File: src/design/fp2h_pkg.sv
// types and constants for the binary32 to binary16 converter
`default_nettype none

package fp2h_pkg;

    // operand class codes set by the front end
    typedef logic [2:0] t_cls;
    localparam t_cls CLS_ZERO = 3'd0;
    localparam t_cls CLS_SUB  = 3'd1;
    localparam t_cls CLS_NORM = 3'd2;
    localparam t_cls CLS_INF  = 3'd3;
    localparam t_cls CLS_NAN  = 3'd4;

    localparam logic [7:0]  EXP_SPECIAL   = 8'hff;
    localparam logic [7:0]  BIAS_DELTA    = 8'd112;   // 127 - 15
    localparam logic [7:0]  EXP_ZERO_LIM  = 8'd102;   // below this the value flushes to zero
    localparam logic [7:0]  SUB_SHIFT_REF = 8'd126;   // shift = 14 - (exp - 112)
    localparam logic [7:0]  HALF_EXP_MAX  = 8'd30;
    localparam logic [14:0] HALF_INF      = 15'h7c00;
    localparam logic [23:0] ROUND_HALF    = 24'h000fff;

    typedef struct packed {
        logic        sign;
        t_cls        cls;
        logic [7:0]  hexp;    // rebiased exponent, normal class
        logic [4:0]  shamt;   // right shift, subnormal class
        logic [22:0] mant;
    } t_item;

    typedef struct packed {
        logic full;
        logic empty;
    } t_qstat;

endpackage

`default_nettype wire

File: src/design/fp2h_front.sv
// front end: accepts binary32 items and classifies them
`default_nettype none

module fp2h_front (
    input  wire                  i_clk,
    input  wire                  i_rst_n,
    input  wire                  i_valid,
    output logic                 o_stall,
    input  wire  [31:0]          i_float_bits,
    input  fp2h_pkg::t_qstat     i_qstat,
    output logic                 o_push,
    output fp2h_pkg::t_item      o_item
);

    logic            r_valid;
    fp2h_pkg::t_item r_item;
    fp2h_pkg::t_item n_item;
    logic            w_load;
    logic [7:0]      w_exp;
    logic [22:0]     w_mant;

    assign w_exp  = i_float_bits[30:23];
    assign w_mant = i_float_bits[22:0];

    always_comb begin
        n_item.sign  = i_float_bits[31];
        n_item.mant  = w_mant;
        n_item.hexp  = w_exp - fp2h_pkg::BIAS_DELTA;
        n_item.shamt = 5'(fp2h_pkg::SUB_SHIFT_REF - w_exp);
        if (w_exp == fp2h_pkg::EXP_SPECIAL) begin
            n_item.cls = (w_mant == 23'd0) ? fp2h_pkg::CLS_INF : fp2h_pkg::CLS_NAN;
        end else if (w_exp < fp2h_pkg::EXP_ZERO_LIM) begin
            n_item.cls = fp2h_pkg::CLS_ZERO;
        end else if (w_exp <= fp2h_pkg::BIAS_DELTA) begin
            n_item.cls = fp2h_pkg::CLS_SUB;
        end else begin
            n_item.cls = fp2h_pkg::CLS_NORM;
        end
    end

    assign w_load  = !r_valid || !i_qstat.full;
    assign o_stall = !w_load;
    assign o_push  = r_valid && !i_qstat.full;
    assign o_item  = r_item;

    always_ff @(posedge i_clk) begin
        if (!i_rst_n) begin
            r_valid <= 1'b0;
        end else if (w_load) begin
            r_valid <= i_valid;
        end
    end

    always_ff @(posedge i_clk) begin
        if (w_load && i_valid) begin
            r_item <= n_item;
        end
    end

endmodule

`default_nettype wire

File: src/design/fp2h_queue.sv
// short queue of classified items between front and back end
`default_nettype none

module fp2h_queue #(
    parameter int DEPTH = 2
) (
    input  wire                  i_clk,
    input  wire                  i_rst_n,
    input  wire                  i_push,
    input  fp2h_pkg::t_item      i_item,
    input  wire                  i_pop,
    output fp2h_pkg::t_qstat     o_qstat,
    output fp2h_pkg::t_item      o_item
);

    localparam int PtrW = (DEPTH > 1) ? $clog2(DEPTH) : 1;
    localparam int CntW = $clog2(DEPTH + 1);

    fp2h_pkg::t_item r_mem [DEPTH];
    logic [PtrW-1:0] r_wptr;
    logic [PtrW-1:0] r_rptr;
    logic [CntW-1:0] r_count;
    logic [CntW-1:0] n_count;

    function automatic logic [PtrW-1:0] ptr_next(input logic [PtrW-1:0] ptr);
        logic [PtrW-1:0] res;
        if (ptr == PtrW'(DEPTH - 1)) begin
            res = '0;
        end else begin
            res = ptr + PtrW'(1);
        end
        return res;
    endfunction

    always_comb begin
        case ({i_push, i_pop})
            2'b10:   n_count = r_count + CntW'(1);
            2'b01:   n_count = r_count - CntW'(1);
            default: n_count = r_count;
        endcase
    end

    assign o_qstat.full  = (r_count == CntW'(DEPTH));
    assign o_qstat.empty = (r_count == '0);
    assign o_item        = r_mem[r_rptr];

    always_ff @(posedge i_clk) begin
        if (!i_rst_n) begin
            r_wptr  <= '0;
            r_rptr  <= '0;
            r_count <= '0;
        end else begin
            r_count <= n_count;
            if (i_push) begin
                r_wptr <= ptr_next(r_wptr);
            end
            if (i_pop) begin
                r_rptr <= ptr_next(r_rptr);
            end
        end
    end

    always_ff @(posedge i_clk) begin
        if (i_push) begin
            r_mem[r_wptr] <= i_item;
        end
    end

endmodule

`default_nettype wire

File: src/design/fp2h_back.sv
// back end: rounds classified items to binary16 and holds the result
`default_nettype none

module fp2h_back (
    input  wire                  i_clk,
    input  wire                  i_rst_n,
    input  fp2h_pkg::t_qstat     i_qstat,
    input  fp2h_pkg::t_item      i_item,
    output logic                 o_pop,
    output logic                 o_valid,
    input  wire                  i_stall,
    output logic [15:0]          o_half_bits,
    output logic                 o_overflow_flag
);

    logic        r_valid;
    logic [15:0] r_half;
    logic        r_ovf;
    logic [15:0] n_half;
    logic        n_ovf;
    logic        w_load;

    // subnormal path
    logic [24:0] w_sub_mant;
    logic [24:0] w_sub_bias;
    logic [24:0] w_sub_low;
    logic [24:0] w_sub_sum;
    logic [24:0] w_sub_q;

    // normal path
    logic [23:0] w_rnd;
    logic        w_carry;
    logic [7:0]  w_exp;

    always_comb begin
        w_sub_mant = {2'b01, i_item.mant};
        w_sub_bias = (25'd1 << (i_item.shamt - 5'd1)) - 25'd1;
        w_sub_low  = w_sub_mant >> i_item.shamt;
        // ties to even: add one more when the kept lsb is odd
        w_sub_sum  = w_sub_mant + w_sub_bias + {24'd0, w_sub_low[0]};
        w_sub_q    = w_sub_sum >> i_item.shamt;

        w_rnd   = {1'b0, i_item.mant} + fp2h_pkg::ROUND_HALF + {23'd0, i_item.mant[13]};
        w_carry = w_rnd[23];
        w_exp   = i_item.hexp + {7'd0, w_carry};
    end

    always_comb begin
        n_ovf = 1'b0;
        unique case (i_item.cls)
            fp2h_pkg::CLS_SUB: begin
                n_half = {i_item.sign, w_sub_q[14:0]};
            end
            fp2h_pkg::CLS_NORM: begin
                if (w_exp > fp2h_pkg::HALF_EXP_MAX) begin
                    n_ovf  = 1'b1;
                    n_half = {i_item.sign, fp2h_pkg::HALF_INF};
                end else begin
                    n_half = {i_item.sign, w_exp[4:0], w_carry ? 10'd0 : w_rnd[22:13]};
                end
            end
            fp2h_pkg::CLS_INF: begin
                n_half = {i_item.sign, fp2h_pkg::HALF_INF};
            end
            fp2h_pkg::CLS_NAN: begin
                // keep the payload, but never let it collapse to infinity
                n_half = {i_item.sign, fp2h_pkg::HALF_INF[14:10], i_item.mant[22:14],
                          i_item.mant[13] | (i_item.mant[22:13] == 10'd0)};
            end
            default: begin
                n_half = {i_item.sign, 15'd0};
            end
        endcase
    end

    assign w_load = !r_valid || !i_stall;
    assign o_pop  = w_load && !i_qstat.empty;

    assign o_valid         = r_valid;
    assign o_half_bits     = r_half;
    assign o_overflow_flag = r_ovf;

    always_ff @(posedge i_clk) begin
        if (!i_rst_n) begin
            r_valid <= 1'b0;
        end else if (w_load) begin
            r_valid <= !i_qstat.empty;
        end
    end

    always_ff @(posedge i_clk) begin
        if (o_pop) begin
            r_half <= n_half;
            r_ovf  <= n_ovf;
        end
    end

endmodule

`default_nettype wire

File: src/design/float32_to_float16_convert_unit.sv
// top level of the binary32 to binary16 converter
// usage:
//   input channel: i_valid / o_stall carry one binary32 pattern per item on
//   i_float_bits; an item is taken on a rising edge with i_valid high and
//   o_stall low
//   output channel: o_valid / i_stall carry o_half_bits (round to nearest
//   even) and o_overflow_flag (finite input that became half infinity)
//   throughput: one item per cycle while o_stall is low; each item is
//   classified in the front register, waits in a QUEUE_DEPTH entry queue
//   and is rounded into the output register
//   stall: the output register holds its item while i_stall is high; the
//   queue and the front register keep taking items until both are full,
//   then o_stall rises
//   reset: synchronous, active low on i_rst_n; it empties the queue and
//   clears both valid flags, items in flight are dropped
`default_nettype none

module float32_to_float16_convert_unit #(
    parameter int QUEUE_DEPTH = 2
) (
    input  wire         i_clk,
    input  wire         i_rst_n,
    input  wire         i_valid,
    output logic        o_stall,
    input  wire  [31:0] i_float_bits,
    output logic        o_valid,
    input  wire         i_stall,
    output logic [15:0] o_half_bits,
    output logic        o_overflow_flag
);

    fp2h_pkg::t_item  w_front_item;
    fp2h_pkg::t_item  w_head_item;
    fp2h_pkg::t_qstat w_qstat;
    logic             w_push;
    logic             w_pop;

    fp2h_front u_front (
        .i_clk        (i_clk),
        .i_rst_n      (i_rst_n),
        .i_valid      (i_valid),
        .o_stall      (o_stall),
        .i_float_bits (i_float_bits),
        .i_qstat      (w_qstat),
        .o_push       (w_push),
        .o_item       (w_front_item)
    );

    fp2h_queue #(
        .DEPTH (QUEUE_DEPTH)
    ) u_queue (
        .i_clk   (i_clk),
        .i_rst_n (i_rst_n),
        .i_push  (w_push),
        .i_item  (w_front_item),
        .i_pop   (w_pop),
        .o_qstat (w_qstat),
        .o_item  (w_head_item)
    );

    fp2h_back u_back (
        .i_clk           (i_clk),
        .i_rst_n         (i_rst_n),
        .i_qstat         (w_qstat),
        .i_item          (w_head_item),
        .o_pop           (w_pop),
        .o_valid         (o_valid),
        .i_stall         (i_stall),
        .o_half_bits     (o_half_bits),
        .o_overflow_flag (o_overflow_flag)
    );

endmodule

`default_nettype wire

File: config.mk
export PLATFORM = sky130hd
export DESIGN_NAME = float32_to_float16_convert_unit
export DESIGN_NICKNAME = d
export VERILOG_FILES = /design/src/design/fp2h_pkg.sv /design/src/design/fp2h_front.sv /design/src/design/fp2h_queue.sv /design/src/design/fp2h_back.sv /design/src/design/float32_to_float16_convert_unit.sv
export SDC_FILE = /design/constraint.sdc
export NUM_CORES = 1
export LEC_CHECK = 0
export BUFFER_PORTS_ARGS = -buffer_cell sky130_fd_sc_hd__buf_2
export CAP_MARGIN = 5
export CORE_MARGIN = 4
export CORE_UTILIZATION = 50
export DETAILED_ROUTE_END_ITERATION = 16
export GPL_ROUTABILITY_DRIVEN = 0
export PLACE_DENSITY_LB_ADDON = 0.05
export SYNTH_ARGS = -nofsm -noshare
export SYNTH_HDL_FRONTEND = slang
export SYNTH_SLANG_ARGS = --single-unit
File: constraint.sdc
create_clock -name i_clk -period 6.9 [get_ports i_clk]
set_input_delay 1.38 -clock i_clk [delete_from_list [all_inputs] [get_ports i_clk]]
set_output_delay 1.38 -clock i_clk [all_outputs]
set_load 0.02 [all_outputs]
==> impl_results.md, run 1 <==
- Run status: finished clean
- Reg-to-reg endpoint: u_back.o_half_bits[3]
- Quantity of gates resized following cts: 0
- Total GRT Usage: 0.2324
- Final core utilization: 0.5734
- Top cell family by delay on the critical path: compound AO/OA/AOI/OAI gates
- Via count normalized by instance count: 6.187
- End point of the most critical hold path: u_queue.r_mem[1][35]
- Synth warn: 0
- Core Rows: 49
- Combinational fraction of design power: 0.546
- Latest clock arrival within the worst-skew pair: 0.42 ns
- Post-layout min period: 5.771 ns
- Net Switching: 2.065 mW
- Cell at the root of the clock tree: sky130_fd_sc_hd__clkbuf_16
- Library cell occupying the most area in the post-synthesis netlist: sky130_fd_sc_hd__edfxtp_1
- Post-layout net count: 1,053
- Number of standard cells after synthesis: 916
- Count of placed standard cells in the final layout, fillers left out: 1,204
- Drt first-iter violations: 687
- Switching share of power: 0.4500
- Final std cell area, no fill: 10,370 µm²
- Async set or reset register ratio after synthesis: 0
- Max cap viols: 0
- Ratio of final minimum period to clock period: 0.8363
- Number of global-route vias before repair: 7,067
- Clk pwr share: 0.201
- Number of hold-slack violations in the final timing report: 0
- H-Tree Depth: 4
- Most common library cell in the layout ignoring fill and taps: sky130_fd_sc_hd__edfxtp_1
- CP Data Required Time: 7.07 ns
- Cell with the biggest individual delay on the critical path: sky130_fd_sc_hd__mux2i_1
- Antenna diode count: 0
- Final setup violating endpoints: 0
- Crit path arrival time: 5.95 ns
- Post-Syn Nets: 1,007
- Part of the Yosys area used for sequential elements: 0.4486
- Max-slew violations: 0
- Total power: 4.589 mW
- Hold_sp: u_front.o_item[35]
- Area contributors post-synth: sky130_fd_sc_hd__edfxtp_1 43%, sky130_fd_sc_hd__ha_1 7.3%, sky130_fd_sc_hd__mux2i_1 4.9%, sky130_fd_sc_hd__nand2_1 3.9%, sky130_fd_sc_hd__a21oi_1 3.0%
- Worst Clk Skew: 0.01964 ns
- Internal Pwr Total: 2.524 mW
- Number of buffers added on ports: 54
- Number of cells after detailed placement: 1,172
- Routed WL per cell: 19.53 µm
- Part of the total power dissipated in sequential elements: 0.253
- DRT Wirelength: 23,510 µm
- Dominant register cell in the synthesized netlist: sky130_fd_sc_hd__edfxtp_1
- Transition time at the pin with the least slew margin: 1.174 ns
- Sink count of the clock tree: 141
- DR DRC count: 0
- Initial antenna violation count: 0
- Depth of the most critical reg-to-reg path: 23
- Clock tree from TritonCTS: done
- Initial Utilization: 0.5132
- Delay of the slowest cell on the worst path: 0.59 ns
- Detailed-placement wirelength estimate: 17,840 µm
- Router iterations before antenna repair: 5
- Fraction of layout instances using a drive strength above 1: 0.1559
- Crit path launch type: flop
- FF-to-FF setup slack: 1.13 ns
- DIE AREA: 20,810 µm²
- Placeable core region: 18,090 µm²
- Pin count of the biggest net entering global routing: 47
- Number of antenna-violating nets in the routed design: 0
- Most used cells in the layout excluding fill and tap cells: 134 x sky130_fd_sc_hd__edfxtp_1, 96 x sky130_fd_sc_hd__nand2_1, 64 x sky130_fd_sc_hd__nor2_1, 64 x sky130_fd_sc_hd__inv_1
- Largest driver fanout on the critical path: 26
- Cells along the critical path: buf_4 -> mux2i_1 -> a211oi_1 -> a311oi_1 -> a311oi_1 -> a31oi_1 -> nor2_1 -> a31oi_1 -> ha_1 -> inv_1 -> ha_1 -> inv_1 -> fa_1 -> nand2b_1 -> a21oi_2 -> o21ai_2 -> a31oi_1 -> nor2_1 -> o211ai_1 -> mux2i_1 -> mux2i_1 -> a221oi_1 -> a311o_1
- Class of the worst hold path: flop to flop
- Count of cells along the worst hold path: 0
- Placed inst area: 9767 µm²
- Number of top-level pins: 55
- Number of distinct library cells after synthesis: 80
- Pwr/cell area: 442.5 nW/µm²
- Kind of critical path: flop to flop
- Remaining global-route overflow: 0
- Cell Area, Synth: 9281 µm²
- Flip-flop and latch count after synthesis: 141
- Mean Syn Cell Area: 10.13 µm²
- Vias: 7,449
- Total of fill cells in the finished design: 1,556
- Setup repair after global routing missed its margin: no
- Number of buffers created by CTS: 17
- Chip Height: 144.2 µm
- Leakage Power: 3.953 nW
- Slew HR: 0.2152
- Global-route wire length before repair: 37,920 µm
- Buffers from clock root to sink, at most: 2
- Count of flip-flops with a built-in enable after synthesis: 134
- Synth top area share: 0.4335
- Count of buffers added by post-CTS timing repair for setup: 0
- Hold buffers post-CTS: 0
- Clock transition at the register clock pins on the worst setup and hold paths after CTS: 0.07 ns
- Final TNS setup: 0 ns
- Highest ir drop seen on vdd: 0.0002992 V
- Syn-to-layout area delta: 11.73%
- Endpoint class of the critical path: flop
- WP buf/inv: 3
- Overall die width: 144.2 µm
- Highest attainable clock frequency: 173.3 MHz
[worst max-delay path by stage]
stage | from | end | slack [ns] | cells after the start
2_1_floorplan | flop | u_back.o_half_bits[7] | 1.56 | 28
3_3_place_gp | flop | u_back.o_half_bits[9] | 1.26 | 23
3_5_place_dp | flop | u_back.o_half_bits[3] | 1.19 | 23
4_1_cts | flop | u_back.o_half_bits[3] | 1.20 | 23
5_1_grt | flop | u_back.o_half_bits[3] | 0.65 | 23
6_report | flop | u_back.o_half_bits[3] | 1.13 | 23
[per-stage QoR]
step	setup WS [ns]	hold WS, ns
2_1_floorplan	1.564	0.4215
3_3_place_gp	1.256	0.4231
3_5_place_dp	1.190	0.4319
4_1_cts	1.202	0.4470
5_1_grt	0.6485	0.4553
6_report	1.129	0.4459
[power by group through the flow]
stage,clock [mW],sequential [mW],combinational [mW]
global placement,0,1.18,2.43
floorplan,0,1.24,1.76
detailed placement,0,1.18,2.45
finish,0.923,1.16,2.50
global route,0.977,1.18,2.73
CTS,0.934,1.16,2.46
[Yosys cell counts, types with 4 or more instances]
cell type / n
sky130_fd_sc_hd__nand2b_1: 6
sky130_fd_sc_hd__edfxtp_1: 134
sky130_fd_sc_hd__buf_2: 15
sky130_fd_sc_hd__inv_1: 64
sky130_fd_sc_hd__nand3_1: 32
sky130_fd_sc_hd__o21ai_0: 31
sky130_fd_sc_hd__mux2i_1: 45
sky130_fd_sc_hd__nand2_1: 96
sky130_fd_sc_hd__a21oi_2: 7
sky130_fd_sc_hd__o211ai_1: 14
sky130_fd_sc_hd__o221ai_1: 5
sky130_fd_sc_hd__nand3b_1: 7
sky130_fd_sc_hd__o22ai_1: 7
sky130_fd_sc_hd__o21a_1: 8
sky130_fd_sc_hd__mux2_2: 13
sky130_fd_sc_hd__clkbuf_1: 14
sky130_fd_sc_hd__xnor2_1: 20
sky130_fd_sc_hd__dfxtp_1: 7
sky130_fd_sc_hd__a21o_1: 9
sky130_fd_sc_hd__a31oi_1: 13
sky130_fd_sc_hd__nor2_1: 65
sky130_fd_sc_hd__or3_1: 7
sky130_fd_sc_hd__a211o_1: 4
sky130_fd_sc_hd__nand4_1: 10
sky130_fd_sc_hd__a21oi_1: 55
sky130_fd_sc_hd__and2_1: 13
sky130_fd_sc_hd__a211oi_1: 15
sky130_fd_sc_hd__o31ai_1: 6
sky130_fd_sc_hd__ha_1: 54
sky130_fd_sc_hd__and3_1: 6
sky130_fd_sc_hd__nor2b_1: 5
sky130_fd_sc_hd__xor2_1: 11
sky130_fd_sc_hd__nor4_1: 10
sky130_fd_sc_hd__a221oi_1: 5
sky130_fd_sc_hd__nor3_1: 23
[routing by layer]
metal,track usage,vias to the layer above,part of all wire
li1,-,3541,-
met1,0.3350,3552,0.46
met2,0.3638,316,0.46
met3,0.04134,40,0.065
met4,0.06382,0,0.018
met5,0,-,0
[state kept, by name, indices dropped and copies added, names as in the netlist, named ones only]
register,cells
u_back.o_valid,1
u_queue.r_mem,78
u_back.o_half_bits,16
u_queue.r_wptr,1
u_queue.r_count,2
u_back.o_overflow_flag,1
u_front.o_item,39
u_front.r_valid,1
u_queue.r_rptr,1
[area by class of cell]
cell class / count / area (µm²) / area share
tap: 229 / 286.5 / 0.02763
inverter: 64 / 240.2 / 0.02317
clock inverter: 12 / 113.9 / 0.01098
clock buffer: 20 / 489.2 / 0.04718
multi-input combinational: 673 / 4722 / 0.4554
timing repair buffer: 65 / 352.8 / 0.03403
sequential: 141 / 4165 / 0.4017
[logic make-up after synthesis]
| kind of cell | count (synthesis) | share of synthesized area |
|---|---|---|
| flops | 141 | 0.4486 |
| simple gates | 298 | 0.1561 |
| compound gates | 228 | 0.1735 |
| fa+ha+maj | 55 | 0.07495 |
| buf+inv | 102 | 0.04691 |
| mux | 61 | 0.07064 |
| xor+xnor | 31 | 0.02925 |
Note: power is estimated with default switching activity, not from simulation.
==> inputs of run 2 (changes only) <==
==> constraint.sdc (replaced) <==
create_clock -name i_clk -period 5.3 [get_ports i_clk]
set_input_delay 1.06 -clock i_clk [delete_from_list [all_inputs] [get_ports i_clk]]
set_output_delay 1.06 -clock i_clk [all_outputs]
set_load 0.02 [all_outputs]
==> run 2 against run 1 <==
Against the previous run: total power increased by 33%; combinational power increased by 40%; core utilization up 1.8 points; setup slack worse by 0.87 ns; sequential share of layout area fell by 1.2 points; first-iteration DRC count up 4.7%; wire length up 0.31%; final cell count grew 3.3%; non-clock buffer count grew 40; hold slack got worse by 0.0018 ns; largest power group unchanged; highest routed layer unchanged.
==> impl_results.md, run 2 (synthesized netlist as in run 1, its figures left out) <==
- Most common library cell in the layout ignoring fill and taps: sky130_fd_sc_hd__edfxtp_1
- Latest clock arrival within the worst-skew pair: 0.42 ns (about the same)
- Hold_sp: u_front.o_item[12]
- Count of cells along the worst hold path: 0 (unchanged)
- FF-to-FF setup slack: 0.26 ns (-0.87 ns)
- Delay of the slowest cell on the worst path: 0.44 ns (-0.15 ns)
- Total GRT Usage: 0.2275 (-0.004981)
- Worst setup slack after layout: 0.2556 ns (-0.8738 ns)
- Cell with the biggest individual delay on the critical path: sky130_fd_sc_hd__a211oi_1
- Setup slack at placement: 0.1125 ns (-1.078 ns)
- Drt first-iter violations: 719 (+4.7%)
- Max-slew violations: 0 (unchanged)
- Highest attainable clock frequency: 198.2 MHz (+14%)
- Total power: 6.099 mW (+33%)
- Pwr/cell area: 570.1 nW/µm² (+29%)
- Crit path launch type: flop
- Detailed-placement wirelength estimate: 18,030 µm (+1.1%)
- Area taken by multi-input logic gates: 4763 µm² (+0.87%)
- Initial Utilization: 0.5132 (unchanged)
- CP Data Required Time: 5.44 ns (-1.63 ns)
- Number of buffers created by CTS: 17 (unchanged)
- H-Tree Depth: 4 (unchanged)
- DIE AREA: 20,810 µm² (unchanged)
- Clock tree from TritonCTS: done
- Crit path arrival time: 5.19 ns (-0.76 ns)
- Number of top-level pins: 55 (unchanged)
- Count of placed standard cells in the final layout, fillers left out: 1,244 (+3.3%)
- WP buf/inv: 3 (unchanged)
- Routed WL per cell: 18.96 µm (-2.9%)
- Ratio of final minimum period to clock period: 0.9518 (+0.1155)
- Core Rows: 49 (unchanged)
- Most used cells in the layout excluding fill and tap cells: 134 x sky130_fd_sc_hd__edfxtp_1, 96 x sky130_fd_sc_hd__nand2_1, 64 x sky130_fd_sc_hd__inv_1, 63 x sky130_fd_sc_hd__nor2_1
- Endpoint class of the critical path: flop
- Chip Height: 144.2 µm (unchanged)
- Class of the worst hold path: flop to flop
- Cell at the root of the clock tree: sky130_fd_sc_hd__clkbuf_16
- Depth of the most critical reg-to-reg path: 20 (-13%)
- Router iterations before antenna repair: 7 (+2)
- Remaining global-route overflow: 0 (unchanged)
- Vias: 7,573 (+1.7%)
- Sequential cell area: 4168 µm² (about the same)
- End point of the most critical hold path: u_queue.r_mem[0][12]
- Total of fill cells in the finished design: 1,500 (-3.6%)
- Number of global-route vias before repair: 7,260 (+2.7%)
- Worst slack on hold paths: 0.4442 ns (-0.001776 ns)
- Reg-to-reg endpoint: u_back.o_half_bits[0]
- DR DRC count: 0 (unchanged)
- Number of flip-flops under the largest register name: 78 (unchanged)
- Pin count of the biggest net entering global routing: 41 (-13%)
- Number of buffers added on ports: 54 (unchanged)
- Placeable core region: 18,090 µm² (unchanged)
- Number of hold-slack violations in the final timing report: 0 (unchanged)
- Cells along the critical path: buf_12 -> mux2i_1 -> buf_4 -> a211o_1 -> a211oi_2 -> nand2_2 -> nor3_2 -> inv_1 -> nor2_1 -> ha_1 -> ha_1 -> a21boi_0 -> xnor2_1 -> a31oi_1 -> and3_1 -> a21boi_2 -> a21oi_1 -> nor2_1 -> a211oi_1 -> o31ai_1
- Number of antenna-violating nets in the routed design: 0 (unchanged)
- Highest ir drop seen on vdd: 0.0003121 V (+4.3%)
- DRT Wirelength: 23,590 µm (+0.31%)
- Sink count of the clock tree: 141 (unchanged)
- Largest driver fanout on the critical path: 17 (-35%)
- Number of cells after detailed placement: 1,207 (+3.0%)
- Transition time at the pin with the least slew margin: 1.165 ns (-0.009725 ns)
- Kind of critical path: flop to flop
- Post-layout net count: 1,093 (+3.8%)
- Antenna diode count: 0 (unchanged)
- Max cap viols: 0 (unchanged)
- Via count normalized by instance count: 6.088 (-1.6%)
- Overall die width: 144.2 µm (unchanged)
- Largest reg by FF count: u_queue.r_mem
- Final setup violating endpoints: 0 (unchanged)
- Run status: finished clean
- Global-route wire length before repair: 37,570 µm (-0.93%)
- Top cell family by delay on the critical path: compound AO/OA/AOI/OAI gates
- Post-layout min period: 5.044 ns (-0.7262 ns)
- Fraction of layout instances using a drive strength above 1: 0.1911 (+0.03524)
- Initial antenna violation count: 0 (unchanged)
- Syn-to-layout area delta: 15.25%
- Worst Clk Skew: 0.009641 ns (-0.009996 ns)
- WP depth: 20 (-13%)
- Buffers from clock root to sink, at most: 2 (unchanged)
- Clock transition at the register clock pins on the worst setup and hold paths after CTS: 0.06 ns (about the same)
- Slew HR: 0.2217 (+0.006499)
- Leakage Power: 4.132 nW (+4.5%)
-- run 2: through the flow --
stage	TNS, ns	cell area, µm²	utilization
after floorplan	0	9284	-
after global placement	0	10040	0.5552
after detailed placement	0	10040	0.5552
after CTS	0	10590	0.5857
after global routing	-0.01101	10700	0.5914
final	0	10700	0.5914
-- run 2: worst max-delay path by stage --
stage               from               endpoint  slack (ns)
floorplan           flop  u_back.o_half_bits[7]        0.04
global placement    flop  u_back.o_half_bits[3]        0.23
detailed placement  flop  u_back.o_half_bits[5]        0.11
CTS                 flop  u_back.o_half_bits[7]        0.12
global route        flop  u_back.o_half_bits[0]       -0.01
finish              flop  u_back.o_half_bits[0]        0.26
-- run 2: routing by layer --
| metal | vias up | GRT usage | wire [µm] |
|---|---|---|---|
| li1 | 3617 | - | - |
| met1 | 3569 | 0.3208 | 10480 |
| met2 | 320 | 0.3432 | 10640 |
| met3 | 67 | 0.04398 | 1627 |
| met4 | 0 | 0.09966 | 843 |
| met5 | - | 0 | 0 |
-- run 2: report_power, final --
part	switching (mW)	total [mW]	internal (mW)	leakage (nW)
registers	0.0664	1.51	1.45	1.32
clock network	0.483	1.10	0.614	0.266
logic	2.15	3.49	1.33	2.54
total	2.70	6.10	3.39	4.13
-- run 2: cell type report --
cell class | count | share of cell area
inverters | 64 | 0.02246
well taps | 229 | 0.02679
repair buffers | 105 | 0.06422
clock inverters | 15 | 0.01181
clock buffers | 17 | 0.03977
multi-input cells | 673 | 0.4453
flip-flops and latches | 141 | 0.3896
-- run 2: repair_timing --
action,4_1_cts,5_1_grt
setup endpoints to repair,0,15
setup buffers,0,4
hold buffers,0,0
endpoints found under the hold margin,0,0
resized for setup,0,10
==> inputs of run 3 (changes only) <==
--- a/config.mk
+++ b/config.mk
@@ -7,8 +7,10 @@
 export LEC_CHECK = 0
 export BUFFER_PORTS_ARGS = -buffer_cell sky130_fd_sc_hd__buf_2
 export CAP_MARGIN = 5
+export CELL_PAD_IN_SITES_DETAIL_PLACEMENT = 2
+export CELL_PAD_IN_SITES_GLOBAL_PLACEMENT = 2
 export CORE_MARGIN = 4
-export CORE_UTILIZATION = 50
+export CORE_UTILIZATION = 37
 export DETAILED_ROUTE_END_ITERATION = 16
 export GPL_ROUTABILITY_DRIVEN = 0
 export PLACE_DENSITY_LB_ADDON = 0.05
==> run 3 against run 2 <==
Against the previous run: die area grew 33%; hold slack better by 0.0088 ns; largest cell class unchanged; fmax down 4.8%; clock-buffer cell count is the same; wire length grew 49%; sequential power about the same; sequential cell count unchanged; final area grew 8.1%; largest power group unchanged; sequential share of layout area fell by 2.9 points; non-clock buffer count up 64; total power increased by 15%; setup slack worse by 0.25 ns.
==> impl_results.md, run 3 (synthesized netlist as in run 1, its figures left out) <==
- Run status: finished clean
- Buffers from clock root to sink, at most: 2 (unchanged)
- Initial antenna violation count: 0 (unchanged)
- Leakage Power: 4.511 nW (+9.2%)
- DIE AREA: 27,680 µm² (+33%)
- Chip Height: 166.4 µm (+15%)
- Via count normalized by instance count: 5.772 (-5.2%)
- Worst Clk Skew: 0.01322 ns (+0.003578 ns)
- Remaining global-route overflow: 0 (unchanged)
- Worst setup slack after layout: 0.001615 ns (-0.2540 ns)
- Core Rows: 57 (+16%)
- Detailed-placement wirelength estimate: 26,070 µm (+45%)
- Post-layout min period: 5.298 ns (+0.2540 ns)
- Highest attainable clock frequency: 188.7 MHz (-4.8%)
- Endpoint class of the critical path: flop
- Router iterations before antenna repair: 5 (-2)
- Slew HR: 0.2561 (+0.03443)
- Largest reg by FF count: u_queue.r_mem
- Crit path arrival time: 5.43 ns (+0.24 ns)
- Pwr/cell area: 607.8 nW/µm² (+6.6%)
- Number of flip-flops under the largest register name: 78 (unchanged)
- Crit path launch type: flop
- Class of the worst hold path: flop to flop
- Fraction of layout instances using a drive strength above 1: 0.2706 (+0.07949)
- Max cap viols: 0 (unchanged)
- Number of hold-slack violations in the final timing report: 0 (unchanged)
- Count of cells along the worst hold path: 0 (unchanged)
- Highest ir drop seen on vdd: 0.0003926 V (+26%)
- Kind of critical path: flop to flop
- Global-route wire length before repair: 52,560 µm (+40%)
- Sink count of the clock tree: 141 (unchanged)
- Initial Utilization: 0.3783 (-0.1349)
- Area taken by multi-input logic gates: 4943 µm² (+3.8%)
- Number of cells after detailed placement: 1,355 (+12%)
- Most used cells in the layout excluding fill and tap cells: 134 x sky130_fd_sc_hd__edfxtp_1, 108 x sky130_fd_sc_hd__buf_4, 95 x sky130_fd_sc_hd__nand2_1, 62 x sky130_fd_sc_hd__inv_1, 60 x sky130_fd_sc_hd__nor2_1
- Transition time at the pin with the least slew margin: 1.113 ns (-0.05124 ns)
- Syn-to-layout area delta: 24.63%
- Final core utilization: 0.4715 (-0.1199)
- Number of antenna-violating nets in the routed design: 0 (unchanged)
- Clock tree from TritonCTS: done
- Depth of the most critical reg-to-reg path: 24 (+20%)
- Total GRT Usage: 0.2411 (+0.01367)
- Final TNS setup: 0 ns (unchanged)
- Latest clock arrival within the worst-skew pair: 0.43 ns (about the same)
- DRT Wirelength: 35,050 µm (+49%)
- Number of top-level pins: 55 (unchanged)
- Final setup violating endpoints: 0 (unchanged)
- Placeable core region: 24,530 µm² (+36%)
- Number of buffers created by CTS: 17 (unchanged)
- Post-layout net count: 1,157 (+5.9%)
- Drt first-iter violations: 503 (-30%)
- Routed WL per cell: 24.98 µm (+32%)
- Max-slew violations: 0 (unchanged)
- Count of placed standard cells in the final layout, fillers left out: 1,403 (+13%)
- Most common library cell in the layout ignoring fill and taps: sky130_fd_sc_hd__edfxtp_1
- DR DRC count: 0 (unchanged)
- Vias: 8,098 (+6.9%)
- H-Tree Depth: 4 (unchanged)
- Clock transition at the register clock pins on the worst setup and hold paths after CTS: 0.07 ns (about the same)
- Sequential cell area: 4168 µm² (unchanged)
- Number of buffers added on ports: 54 (unchanged)
- Antenna diode count: 0 (unchanged)
- Ratio of final minimum period to clock period: 0.9997 (+0.04793)
- Cell at the root of the clock tree: sky130_fd_sc_hd__clkbuf_16
- Setup slack at placement: -0.1989 ns (-0.3114 ns)
- Number of global-route vias before repair: 8,932 (+23%)
- Total of fill cells in the finished design: 2,551 (+70%)
- Pin count of the biggest net entering global routing: 41 (unchanged)
- Setup repair after global routing missed its margin: yes
- Largest driver fanout on the critical path: 6 (-11)
- CP Data Required Time: 5.43 ns (about the same)
- Overall die width: 166.4 µm (+15%)
==> run 3: worst max-delay path, cell delays in order (launching register included) <==
cell	delay (ns)
sky130_fd_sc_hd__dfxtp_4	0.46
sky130_fd_sc_hd__buf_12	0.16
sky130_fd_sc_hd__buf_4	0.12
sky130_fd_sc_hd__mux2_4	0.30
sky130_fd_sc_hd__o211ai_1	0.29
sky130_fd_sc_hd__a311oi_2	0.18
sky130_fd_sc_hd__a31oi_2	0.20
sky130_fd_sc_hd__nor2_1	0.06
sky130_fd_sc_hd__a31oi_1	0.17
sky130_fd_sc_hd__ha_1	0.26
sky130_fd_sc_hd__inv_1	0.06
sky130_fd_sc_hd__ha_2	0.18
sky130_fd_sc_hd__inv_2	0.04
sky130_fd_sc_hd__fa_2	0.38
sky130_fd_sc_hd__nand2b_4	0.16
sky130_fd_sc_hd__a21oi_4	0.19
sky130_fd_sc_hd__o21ai_4	0.11
sky130_fd_sc_hd__a2111oi_4	0.40
sky130_fd_sc_hd__o31a_1	0.24
sky130_fd_sc_hd__nor3_2	0.07
sky130_fd_sc_hd__a21oi_2	0.13
sky130_fd_sc_hd__buf_4	0.14
sky130_fd_sc_hd__nor3_1	0.05
sky130_fd_sc_hd__a2111oi_1	0.41
sky130_fd_sc_hd__a41oi_1	0.24
==> run 3: area by class of cell <==
type	instances	area share
well taps	324	0.03505
clock buffers	17	0.03678
flip-flops and latches	141	0.3603
inverters	64	0.02077
repair buffers	169	0.1067
multi-input cells	673	0.4274
clock inverters	15	0.01309
==> run 3: timing repair <==
item / in CTS / in global routing
pin swaps: 4 / 13
hold buffers: 0 / 0
setup buffers: 3 / 10
gates resized for setup: 8 / 42
endpoints found under the setup margin: 14 / 15
cloned: 1 / 1
==> run 3: per-layer routing <==
| layer | wire length [µm] | share of wire | vias up | global-route usage |
|---|---|---|---|---|
| met2 | 17920 | 0.51 | 202 | 0.4322 |
| met4 | 1047 | 0.030 | 0 | 0.08182 |
| li1 | - | - | 3748 | - |
| met5 | 0 | 0 | - | 0 |
| met1 | 14940 | 0.43 | 4082 | 0.3009 |
| met3 | 1143 | 0.033 | 66 | 0.02904 |
==> run 3: power breakdown <==
part / switching (mW) / leakage [nW] / internal (mW)
clock: 0.568 / 0.282 / 0.627
sequential: 0.0963 / 1.32 / 1.45
combinational: 2.56 / 2.91 / 1.74
total: 3.22 / 4.51 / 3.81
==> run 3: worst paths after layout <==
check,start,end,slack [ns]
max,flop,u_back.o_half_bits[7],0.002
max reg2reg,flop,u_back.o_half_bits[7],0.002
min reg2reg,u_front.o_item[0],u_queue.r_mem[1][0],0.45
min,u_front.o_item[0],u_queue.r_mem[1][0],0.45
==> run 3: metrics by stage <==
| step | hold slack, ns | power (mW) | cell area [µm²] |
|---|---|---|---|
| 2_1_floorplan | 0.4215 | 3.911 | 9284 |
| 3_3_place_gp | 0.4298 | 5.381 | 10570 |
| 3_5_place_dp | 0.4360 | 5.545 | 10570 |
| 4_1_cts | 0.4543 | 6.821 | 11240 |
| 5_1_grt | 0.4671 | 7.459 | 11570 |
| 6_report | 0.4529 | 7.030 | 11570 |
